## src/rtl/mrw_pkg.sv

```systemverilog
package mrw_pkg;

  // telegram byte positions and register codes
  localparam logic [7:0] OLD_STYLE_POS  = 8'd10;
  localparam logic [7:0] OLD_STYLE_MARK = 8'hB6;
  localparam logic [7:0] TOTAL_CODE     = 8'h10;
  localparam logic [7:0] POS_MAX        = 8'hFF;
  localparam logic [5:0] TOTAL_BYTES    = 6'd4;

  // report status codes
  localparam logic [1:0] STATUS_TOTAL = 2'd0;
  localparam logic [1:0] STATUS_NONE  = 2'd1;
  localparam logic [1:0] STATUS_OLD   = 2'd2;

  typedef struct packed {
    logic [7:0] data_byte;
    logic       last_byte;
  } mrw_in_t;

  typedef struct packed {
    logic [1:0]  status;
    logic [31:0] volume_litres;
  } mrw_out_t;

  // one byte handed from the input stage to the walker
  typedef struct packed {
    logic    valid;
    mrw_in_t item;
  } mrw_step_t;

  // one finished report handed from the walker to the output stage
  typedef struct packed {
    logic     valid;
    mrw_out_t report;
  } mrw_res_t;

  // payload size of a register code, zero when the code is unknown
  function automatic logic [5:0] payload_size(input logic [7:0] code);
    logic [5:0] sz;
    case (code) inside
      [8'hB6:8'hC7]:                                     sz = 6'd3;
      8'h00, 8'h10, 8'hA1, 8'h42, 8'hA0, 8'hA4, 8'hF0:   sz = 6'd4;
      8'h01, 8'h44, 8'hA6, 8'hD0, 8'hD3:                 sz = 6'd3;
      8'h11, 8'h41, 8'h43, 8'hA7, 8'hA8, 8'hAA, 8'hAB,
      8'hAC, 8'hAD, 8'hB4:                               sz = 6'd2;
      8'hA2, 8'hA5, 8'hA9, 8'hAF:                        sz = 6'd1;
      8'h40, 8'h8B, 8'h8C:                               sz = 6'd6;
      8'h71:                                             sz = 6'd9;
      8'h72:                                             sz = 6'd13;
      8'h73:                                             sz = 6'd17;
      8'h75:                                             sz = 6'd25;
      8'h7B:                                             sz = 6'd49;
      8'h80, 8'h81, 8'h82, 8'h83, 8'h84, 8'h86, 8'h87:   sz = 6'd10;
      8'h85, 8'h88, 8'h8F:                               sz = 6'd11;
      8'h8A:                                             sz = 6'd9;
      8'h8E, 8'hA3:                                      sz = 6'd7;
      8'hB0:                                             sz = 6'd5;
      8'hB1, 8'hB3:                                      sz = 6'd8;
      8'hB2, 8'hB5:                                      sz = 6'd16;
      default:                                           sz = 6'd0;
    endcase
    return sz;
  endfunction

endpackage

```

## src/rtl/mrw_in_stage.sv

```systemverilog
module mrw_in_stage (
  input  logic              clk,
  input  logic              rst,
  input  logic              telegram_valid,
  output logic              telegram_stall,
  input  mrw_pkg::mrw_in_t  telegram,
  input  logic              slot_free,
  output mrw_pkg::mrw_step_t step
);

  logic             held_valid;
  mrw_pkg::mrw_in_t held;
  logic             advance;
  logic             accept;

  // a byte that makes no report never waits on the output side
  assign advance        = held_valid && (!held.last_byte || slot_free);
  assign telegram_stall = held_valid && !advance;
  assign accept         = telegram_valid && !telegram_stall;

  always_ff @(posedge clk) begin
    if (rst) begin
      held_valid <= 1'b0;
    end else if (accept) begin
      held_valid <= 1'b1;
    end else if (advance) begin
      held_valid <= 1'b0;
    end
  end

  always_ff @(posedge clk) begin
    if (accept) begin
      held <= telegram;
    end
  end

  assign step.valid = advance;
  assign step.item  = held;

endmodule

```

## src/rtl/mrw_walk.sv

```systemverilog
module mrw_walk #(
  parameter int PAYLOAD_START = 25
) (
  input  logic               clk,
  input  logic               rst,
  input  mrw_pkg::mrw_step_t step,
  output mrw_pkg::mrw_res_t  res
);

  localparam logic [7:0] START_POS = 8'(PAYLOAD_START);

  typedef enum logic [5:0] {
    PH_WAIT    = 6'b000001,
    PH_CODE    = 6'b000010,
    PH_SKIP    = 6'b000100,
    PH_CAPTURE = 6'b001000,
    PH_CONFIRM = 6'b010000,
    PH_DONE    = 6'b100000
  } phase_t;

  logic [7:0]  byte_position, byte_position_next;
  phase_t      walk_phase, walk_phase_next;
  logic [5:0]  bytes_to_skip, bytes_to_skip_next;
  logic [31:0] capture_shift, capture_shift_next;
  logic        total_confirmed, total_confirmed_next;
  logic        old_style_seen, old_style_seen_next;

  phase_t      phase_eff;
  logic [7:0]  b;
  logic [5:0]  sz;
  logic [5:0]  skip_dec;

  assign b        = step.item.data_byte;
  assign sz       = mrw_pkg::payload_size(b);
  assign skip_dec = bytes_to_skip - 6'd1;

  always_comb begin
    byte_position_next   = byte_position;
    walk_phase_next      = walk_phase;
    bytes_to_skip_next   = bytes_to_skip;
    capture_shift_next   = capture_shift;
    total_confirmed_next = total_confirmed;
    old_style_seen_next  = old_style_seen;
    phase_eff            = walk_phase;
    res.valid            = 1'b0;
    res.report.status        = mrw_pkg::STATUS_NONE;
    res.report.volume_litres = 32'd0;

    if (step.valid) begin
      if (byte_position == mrw_pkg::OLD_STYLE_POS && b == mrw_pkg::OLD_STYLE_MARK) begin
        old_style_seen_next = 1'b1;
      end
      if (walk_phase == PH_WAIT && byte_position >= START_POS) begin
        phase_eff = PH_CODE;
      end
      walk_phase_next = phase_eff;

      case (phase_eff)
        PH_CODE: begin
          if (b == mrw_pkg::TOTAL_CODE) begin
            walk_phase_next    = PH_CAPTURE;
            bytes_to_skip_next = mrw_pkg::TOTAL_BYTES;
            capture_shift_next = 32'd0;
          end else if (sz == 6'd0) begin
            walk_phase_next = PH_DONE;
          end else begin
            bytes_to_skip_next = sz;
            walk_phase_next    = PH_SKIP;
          end
        end
        PH_SKIP: begin
          bytes_to_skip_next = skip_dec;
          if (skip_dec == 6'd0) walk_phase_next = PH_CODE;
        end
        PH_CAPTURE: begin
          // little-endian: each new byte enters at the top
          capture_shift_next = {b, capture_shift[31:8]};
          bytes_to_skip_next = skip_dec;
          if (skip_dec == 6'd0) walk_phase_next = PH_CONFIRM;
        end
        PH_CONFIRM: begin
          total_confirmed_next = 1'b1;
          walk_phase_next      = PH_DONE;
        end
        default: begin
        end
      endcase

      if (byte_position != mrw_pkg::POS_MAX) byte_position_next = byte_position + 8'd1;

      if (step.item.last_byte) begin
        res.valid = 1'b1;
        if (old_style_seen_next) begin
          res.report.status = mrw_pkg::STATUS_OLD;
        end else if (total_confirmed_next) begin
          res.report.status        = mrw_pkg::STATUS_TOTAL;
          res.report.volume_litres = capture_shift_next;
        end
        // back to the idle state for the next telegram
        byte_position_next   = 8'd0;
        walk_phase_next      = PH_WAIT;
        bytes_to_skip_next   = 6'd0;
        capture_shift_next   = 32'd0;
        total_confirmed_next = 1'b0;
        old_style_seen_next  = 1'b0;
      end
    end
  end

  always_ff @(posedge clk) begin
    if (rst) begin
      byte_position   <= 8'd0;
      walk_phase      <= PH_WAIT;
      bytes_to_skip   <= 6'd0;
      capture_shift   <= 32'd0;
      total_confirmed <= 1'b0;
      old_style_seen  <= 1'b0;
    end else begin
      byte_position   <= byte_position_next;
      walk_phase      <= walk_phase_next;
      bytes_to_skip   <= bytes_to_skip_next;
      capture_shift   <= capture_shift_next;
      total_confirmed <= total_confirmed_next;
      old_style_seen  <= old_style_seen_next;
    end
  end

`ifndef ASSERT_OFF
  a_skip_nonzero: assert property (@(posedge clk) disable iff (rst)
    walk_phase == PH_SKIP |-> bytes_to_skip != 6'd0)
    else $error("skip phase with empty skip count");

  a_capture_count: assert property (@(posedge clk) disable iff (rst)
    walk_phase == PH_CAPTURE |-> bytes_to_skip != 6'd0 && bytes_to_skip <= mrw_pkg::TOTAL_BYTES)
    else $error("capture count out of range");

  a_confirm_done: assert property (@(posedge clk) disable iff (rst)
    total_confirmed |-> walk_phase == PH_DONE)
    else $error("confirmed total while still walking");

  a_report_resets: assert property (@(posedge clk) disable iff (rst)
    step.valid && step.item.last_byte |=> byte_position == 8'd0 && walk_phase == PH_WAIT)
    else $error("walker not cleared after report");
`endif

endmodule

```

## src/rtl/mrw_out_stage.sv

```systemverilog
module mrw_out_stage (
  input  logic              clk,
  input  logic              rst,
  input  mrw_pkg::mrw_res_t res,
  output logic              slot_free,
  output logic              report_valid,
  input  logic              report_stall,
  output mrw_pkg::mrw_out_t report
);

  assign slot_free = !report_valid || !report_stall;

  always_ff @(posedge clk) begin
    if (rst) begin
      report_valid <= 1'b0;
    end else if (slot_free) begin
      report_valid <= res.valid;
    end
  end

  always_ff @(posedge clk) begin
    if (slot_free && res.valid) begin
      report <= res.report;
    end
  end

endmodule

```

## src/rtl/meter_register_walk_total_extract.sv

```systemverilog
// Meter telegram total extractor. Bytes of a decrypted telegram come in one
// request per byte, the final byte flagged by last_byte. From byte
// PAYLOAD_START on, the walker reads register codes, skips their payloads
// by a fixed size table, and captures the four little-endian payload bytes
// of code 0x10 as the total volume in litres; that total counts only if at
// least one more byte follows it. Code 0xFF, an unknown code or a telegram
// cut inside a payload ends the walk. A telegram whose byte 10 is 0xB6 is
// old style and reported as such. Exactly one report comes out per
// telegram, on its last byte, and nothing for the other bytes. A byte can
// be taken every cycle while the input side does not stall: each passes an
// input register, a walker step (table lookup and counter update), and a
// report register. The input side stalls only while a report waits behind
// a stalled output.
module meter_register_walk_total_extract #(
  parameter int PAYLOAD_START = 25
) (
  input  logic              clk,
  input  logic              rst,
  // telegram byte requests
  input  logic              telegram_valid,
  output logic              telegram_stall,
  input  mrw_pkg::mrw_in_t  telegram,
  // status and volume reports
  output logic              report_valid,
  input  logic              report_stall,
  output mrw_pkg::mrw_out_t report
);

  mrw_pkg::mrw_step_t step;   // byte leaving the input register
  mrw_pkg::mrw_res_t  res;    // report leaving the walker
  logic               slot_free;

  // input register, releases a telegram's last byte once its report has room
  mrw_in_stage u_in (
    .clk            (clk),
    .rst            (rst),
    .telegram_valid (telegram_valid),
    .telegram_stall (telegram_stall),
    .telegram       (telegram),
    .slot_free      (slot_free),
    .step           (step)
  );

  // register walker, one byte per cycle while the input register releases bytes
  mrw_walk #(
    .PAYLOAD_START (PAYLOAD_START)
  ) u_walk (
    .clk  (clk),
    .rst  (rst),
    .step (step),
    .res  (res)
  );

  // report register
  mrw_out_stage u_out (
    .clk          (clk),
    .rst          (rst),
    .res          (res),
    .slot_free    (slot_free),
    .report_valid (report_valid),
    .report_stall (report_stall),
    .report       (report)
  );

endmodule
```

## config.mk

```make
export PLATFORM = sky130hd
export DESIGN_NAME = meter_register_walk_total_extract
export DESIGN_NICKNAME = d
export VERILOG_FILES = /design/src/rtl/mrw_pkg.sv /design/src/rtl/mrw_in_stage.sv /design/src/rtl/mrw_walk.sv /design/src/rtl/mrw_out_stage.sv /design/src/rtl/meter_register_walk_total_extract.sv
export SDC_FILE = /design/constraint.sdc
export NUM_CORES = 1
export LEC_CHECK = 0
export BUFFER_PORTS_ARGS = -buffer_cell sky130_fd_sc_hd__clkbuf_2
export CAP_MARGIN = 0
export CORE_ASPECT_RATIO = 0.8
export CORE_MARGIN = 2
export CORE_UTILIZATION = 50
export CTS_BUF_LIST = sky130_fd_sc_hd__clkbuf_4 sky130_fd_sc_hd__clkbuf_8 sky130_fd_sc_hd__clkbuf_16
export CTS_CLUSTER_DIAMETER = 40
export DETAILED_ROUTE_END_ITERATION = 7
export PLACE_DENSITY = 0.69
export SETUP_SLACK_MARGIN = 0.02
export SLEW_MARGIN = 20
export SYNTH_ARGS = -nofsm -noshare
export SYNTH_HDL_FRONTEND = slang
export SYNTH_SLANG_ARGS = --single-unit
```

## constraint.sdc

```tcl
create_clock -name clk -period 5.71 [get_ports clk]
set_input_delay 0.571 -clock clk [delete_from_list [all_inputs] [get_ports clk]]
set_output_delay 0.571 -clock clk [all_outputs]
set_load 0.02 [all_outputs]
```

* Word level (Yosys, flattened, before mapping)
Index checks and enable logic that the tools add are counted.
** Storage, ports and cells
- Register bits after elaboration :: 99
- Input bits :: 13
- Output and inout port bits :: 36
- Logic and storage cells :: 163
** Cells by class
- Add/subtract/negate cells :: 2
- Magnitude comparators :: 3
- Equality and inequality tests :: 60
- Multiplexer cells :: 48
- Bitwise operators :: 3
- Reduce and logical (&&, ||, !) cells :: 35
** Operators with widths (number)
- 8-bit == test, second input constant :: 39
- 6-bit 2-to-1 mux :: 27
- 32-bit 2-to-1 mux :: 3
- 8-bit by 7-bit == test with 1-bit output, second input constant :: 10
- 35-bit 2-to-1 mux :: 2
- 32-bit one-hot mux with 2 select lines :: 1
- 33-bit 2-to-1 mux :: 1
- 6-bit one-hot mux with 4 select lines :: 1
- 8-bit by 5-bit == test with 1-bit output, second input constant :: 2
- 8-bit 2-to-1 mux :: 2
- 7-bit OR reduction :: 2
- 6-bit zero test :: 2
- 6-bit one-hot mux with 2 select lines :: 1
- 10-bit OR reduction :: 1
- 8-bit by 1-bit adder with 8-bit output, second input constant :: 1
- 8-bit by 1-bit == test with 1-bit output, second input constant :: 1
- 8-bit by 4-bit == test with 1-bit output, second input constant :: 1
- 8-bit by 5-bit >= comparator with 1-bit output, second input constant :: 1
- 8-bit >= comparator, second input constant :: 1
- 8-bit less-or-equal comparator, second input constant :: 1
- 8-bit zero test :: 1
- 1-bit 2-to-1 mux :: 8
- 8-bit inequality test, second input constant :: 1
- 2-bit OR reduction :: 4
- other kinds (20) :: 37

* Logic depth before layout (Yosys ltp)
- Depth in word-level cells :: 25
- Depth in mapped cells :: 11
- Depth with buffers taken out :: 10

* Modules after synthesis
From an unflattened synthesis, not the netlist that was laid out.
** Unflattened totals
- Cells, all modules :: 606
- Area, all modules :: 5195.0 um2
** By module, submodules not included
- mrw_walk :: instances 1, cells each 549, area each 3787.4 um2
- mrw_out_stage :: instances 1, cells each 39, area each 1059.8 um2
- mrw_in_stage :: instances 1, cells each 18, area each 347.8 um2

* Worst setup path before layout
Ideal clock, no wire load.
- Path type :: reg2reg
- Start point :: register u_in.held, in the netlist u_in.step[5]
- End point :: register u_walk.bytes_to_skip[2]
- Library setup time :: 0.120 ns
- Arrival time :: 2.348 ns
- Data required time :: 5.590 ns
- Path slack :: 3.242 ns
- Cell stages (with the launch flop) :: 10
- Buffers on the path :: 1
- Cells stage by stage :: edfxtp_1 -> buf_6 -> nand2_2 -> o22ai_1 -> a311o_1 -> or4_4 -> nor4_4 -> a211o_4 -> a21oi_1 -> a211o_1
** Between the ends
- Cells in the longest elaborated chain, start to end :: 23
- Elaborated cells between the ends (all ways) :: 90
- Those cells by class :: order compare: 2; eq/ne: 52; mux: 22; reduce/logical: 14
** RTL lines
- start: declaration :: line mrw_in_stage.sv:12 : mrw_pkg::mrw_in_t held;
- start signal: assignment :: line mrw_in_stage.sv:33 : held <= telegram;
- 8-bit == test :: line mrw_walk.sv:34 : assign sz = mrw_pkg::payload_size(b);
- 2-bit OR reduction :: line mrw_pkg.sv:40 : case (code) inside
- 5-bit 2-to-1 mux / 6-bit 2-to-1 mux (equally long branches) :: line mrw_pkg.sv:40
- 6-bit 2-to-1 mux (16 in series) :: line mrw_pkg.sv:40
- 6-bit 2-to-1 mux (on tied branches) :: line mrw_pkg.sv:40, mrw_walk.sv:64
- 6-bit zero test / 6-bit 2-to-1 mux (equally long branches) :: line mrw_walk.sv:64, mrw_walk.sv:60
- 4-bit by 3-bit inequality test with 1-bit output (no source line) / 6-bit one-hot mux with 2 select lines (equally long branches)
- 3-bit AND reduction (no source line) / 6-bit 2-to-1 mux (equally long branches)
- end signal: assignment :: line mrw_walk.sv:121 : bytes_to_skip <= bytes_to_skip_next;
- end: declaration :: line mrw_walk.sv:23 : logic [5:0] bytes_to_skip, bytes_to_skip_next;
Several ways; a longest one is shown, not always the timed one. The select of a mux whose other input is x is not followed.
A chain may end at the register's enable or synchronous reset.

* Worst setup path in the final report
- Start point :: register u_in.held, in the netlist u_in.step[7]
- End point :: register u_walk.bytes_to_skip[0]
The elaborated chain is that of the path after synthesis.

==> out/metrics.yaml <==
timing.rr.start: "u_in.step[7]"
hold_viol_final: 0
core_sq_um: 9650
cts_resized: 0
outcome: "completed"
syn_area_sq_um: 4960
num_vias: 4155
synth_mux_area_share_pct: 0.429
overflow: 0
arrival_ns: 3.34
synth_cells: 532
die_w_um: 115
yosysTopAreaCell: "edfxtp_1"
synth_top_family_by_area: "simple AND/OR/NAND/NOR gates"
gp_routability_congestion: 0.886
yosysWarnings: 0
dieArea_sq_um: 10700
drt_iter0_drc: 435
io_buffers: 48
wl_per_cell_um: 17.2
area_delta_synth_final_pct: 11.7
postRouteAntennaNets: 0
pin_count: 49
synth-seq-cells: 99
syn_nets: 551
synth_top_area_share_pct: 26.0
fp-row-count: 32
crit_path_start_kind: "flip-flop"
crit_path_start: "u_in.step[7]"
synth-main-ff-cell: "dfxtp_1"
setup-violations-final: 0
synth-xor-area-share_pct: 1.94
finalSetupTns_ns: 0
crit_buf_inv: 0
critPathMaxFanout: 27
period_share_pct: 53.7
syn_area_per_cell_sq_um: 9.32
tritoncts: "built"
synth-simple-area-share_pct: 23.9
hold_buffers: 0
route.met2.wl_um: 5360
n_antenna_cell: 0
slew-limit-headroom_pct: 39.4
track_usage_pct: 23.4
synthAdderAreaFrac_pct: 1.51
fp.dieH_um: 93.1
synth_most_common_cell: "nand2_1"
layout_min_cycle_time_ns: 3.07
crit_type: "flip-flop to flip-flop"
dr.pass1.iters: 5
synth_edf_count: 43
synth_compound_area_share_pct: 18.6
start_util_pct: 51.4
slew_violations: 0
place_area_sq_um: 5230
grt_pass1_wl_um: 19700
numCtsBuffers: 9
grt_max_degree: 35
via_per_inst: 5.97
path_cells: "or4b_2, a21oi_1, a311o_1, or4_4, nor4_4, nand2_1, a31oi_4, o2bb2ai_1"
drive_above_1_share_pct: 16.3
synth_common_cells: "nand2_1, dfxtp_1, a21oi_1"
clock_sinks: 99
dr_wl_met3_um: 680
cp_slowest_stage_delay_ns: 0.87
p_per_area_nw_per_um2: 263
hold_class: "input pin to flip-flop"
crit_required_ns: 5.99
crit_family: "simple AND/OR/NAND/NOR gates"
postCtsSetupBuffers: 0
antenna_found_initial: 0
hold_start: "telegram[8]"
wl_um: 11900
final_cell_area_sq_um: 5540
top_layer: "met4"
dp.final_hpwl_um: 7720
p_leak_uw: 0.00190
grt_pass1_vias: 3744
critPathCaptureType: "flip-flop"
clk_pin_slew_ns: 0.08
power_uw: 1460
fin_worst_skew_ns: 0.00506
fin_util_pct: 57.4
tightest_slew_ns: 0.905
ys_seq_area_share_pct: 48.6
cts.path.max_buffers: 2
wl_met1_um: 5760
drc: 0
async_reset_ff_share_pct: 0
rsz0062_at_grt: "no"
drv_cap: 0
ir_drop_mv: 0.162
synth_cell_types: 62
max_freq_ghz: 0.326
num-nets-final: 574
cts_root_buffer: "clkbuf_16"
htree_levels: 3
critPathSlowestCell: "edfxtp_1"
synthTopCellsByArea: "edfxtp_1, dfxtp_1, a22o_1"
clk_latency_ns: 0.35
[cell families after synthesis]
| kind of cell | count (synthesis) |
|---|---|
| flip-flops | 99 |
| AND/OR/NAND/NOR | 224 |
| AO/OA/AOI/OAI | 133 |
| adder cells (fa/ha/maj) | 6 |
| multiplexers | 2 |
| XOR/XNOR | 11 |
| buffers and inverters | 57 |
[per-stage QoR]
step	worst slack, ns	std cells	hold slack (ns)
final	2.64	696	0.390
after CTS	2.63	696	0.381
after global placement	2.54	680	0.452
after global routing	2.40	696	0.381
after floorplan	3.24	532	0.437
after detailed placement	2.65	680	0.457
[sequential cells by signal (all words and copies together) (netlist names)]
| name | count |
|---|---|
| u_in.held_valid | 1 |
| u_in.step | 9 |
| u_out.report | 34 |
| u_out.report_valid | 1 |
| u_walk.byte_position | 8 |
| u_walk.bytes_to_skip | 6 |
| u_walk.capture_shift | 32 |
| u_walk.old_style_seen | 1 |
| u_walk.total_confirmed | 1 |
| u_walk.walk_phase | 6 |
[cell usage in the layout, fill, tap and decap left out, types with 3 or more instances in the layout]
master / count
nand2_2: 3
dfxtp_1: 56
nor4_1: 7
or4b_1: 3
xor2_1: 7
or3_1: 3
nand3_1: 42
nor2b_1: 3
a21oi_1: 49
nand2b_1: 11
edfxtp_1: 43
inv_1: 16
ha_1: 6
or4b_2: 4
a211oi_1: 4
o2bb2ai_1: 4
nand2_1: 59
inv_8: 3
or2_2: 3
nor3b_1: 3
nand3b_1: 7
nor2_1: 36
a2111oi_0: 3
nor3_1: 14
buf_4: 5
xnor2_1: 4
a22o_1: 32
o21ai_0: 17
clkbuf_16: 9
clkbuf_2: 48
nand4_1: 5
[power breakdown]
group          switching, uW  internal (uW)  leakage (uW)  total [uW]
logic                   48.7           27.7      0.000890        76.4
registers               21.3            746      0.000860         767
clock network            300            312      0.000149         612
total                    370           1090       0.00190        1460
[metal layers]
| metal | track usage, % | vias up |
|---|---|---|
| li1 | - | 2000 |
| met4 | 5.92 | 0 |
| met3 | 6.03 | 13 |
| met5 | 0 | - |
| met2 | 33.9 | 120 |
| met1 | 34.7 | 2022 |
[final cells by class]
cell class	instances	area (sq um)
fillers	863	4110
flip-flops and latches	99	2410
multi-input cells	376	2320
repair buffers	53	278
clock buffers	9	225
well taps	136	170
clock inverters	7	76.3
inverters	16	60.1
[worst reg2reg max path, cell delays in order (launching register included)]
cell and delay [ns]:
edfxtp_1 0.87, or4b_2 0.31, a21oi_1 0.05, a311o_1 0.34
or4_4 0.44, nor4_4 0.40, nand2_1 0.16, a31oi_4 0.26
o2bb2ai_1 0.16
[final timing paths]
check	endpoint	slack [ns]	cells after the start
min reg2reg	u_walk.total_confirmed	0.48	2
min	u_in.step[8]	0.39	1
max reg2reg	u_walk.bytes_to_skip[0]	2.64	8
max	u_walk.bytes_to_skip[0]	2.64	8
(Power assumes the default switching activity.)
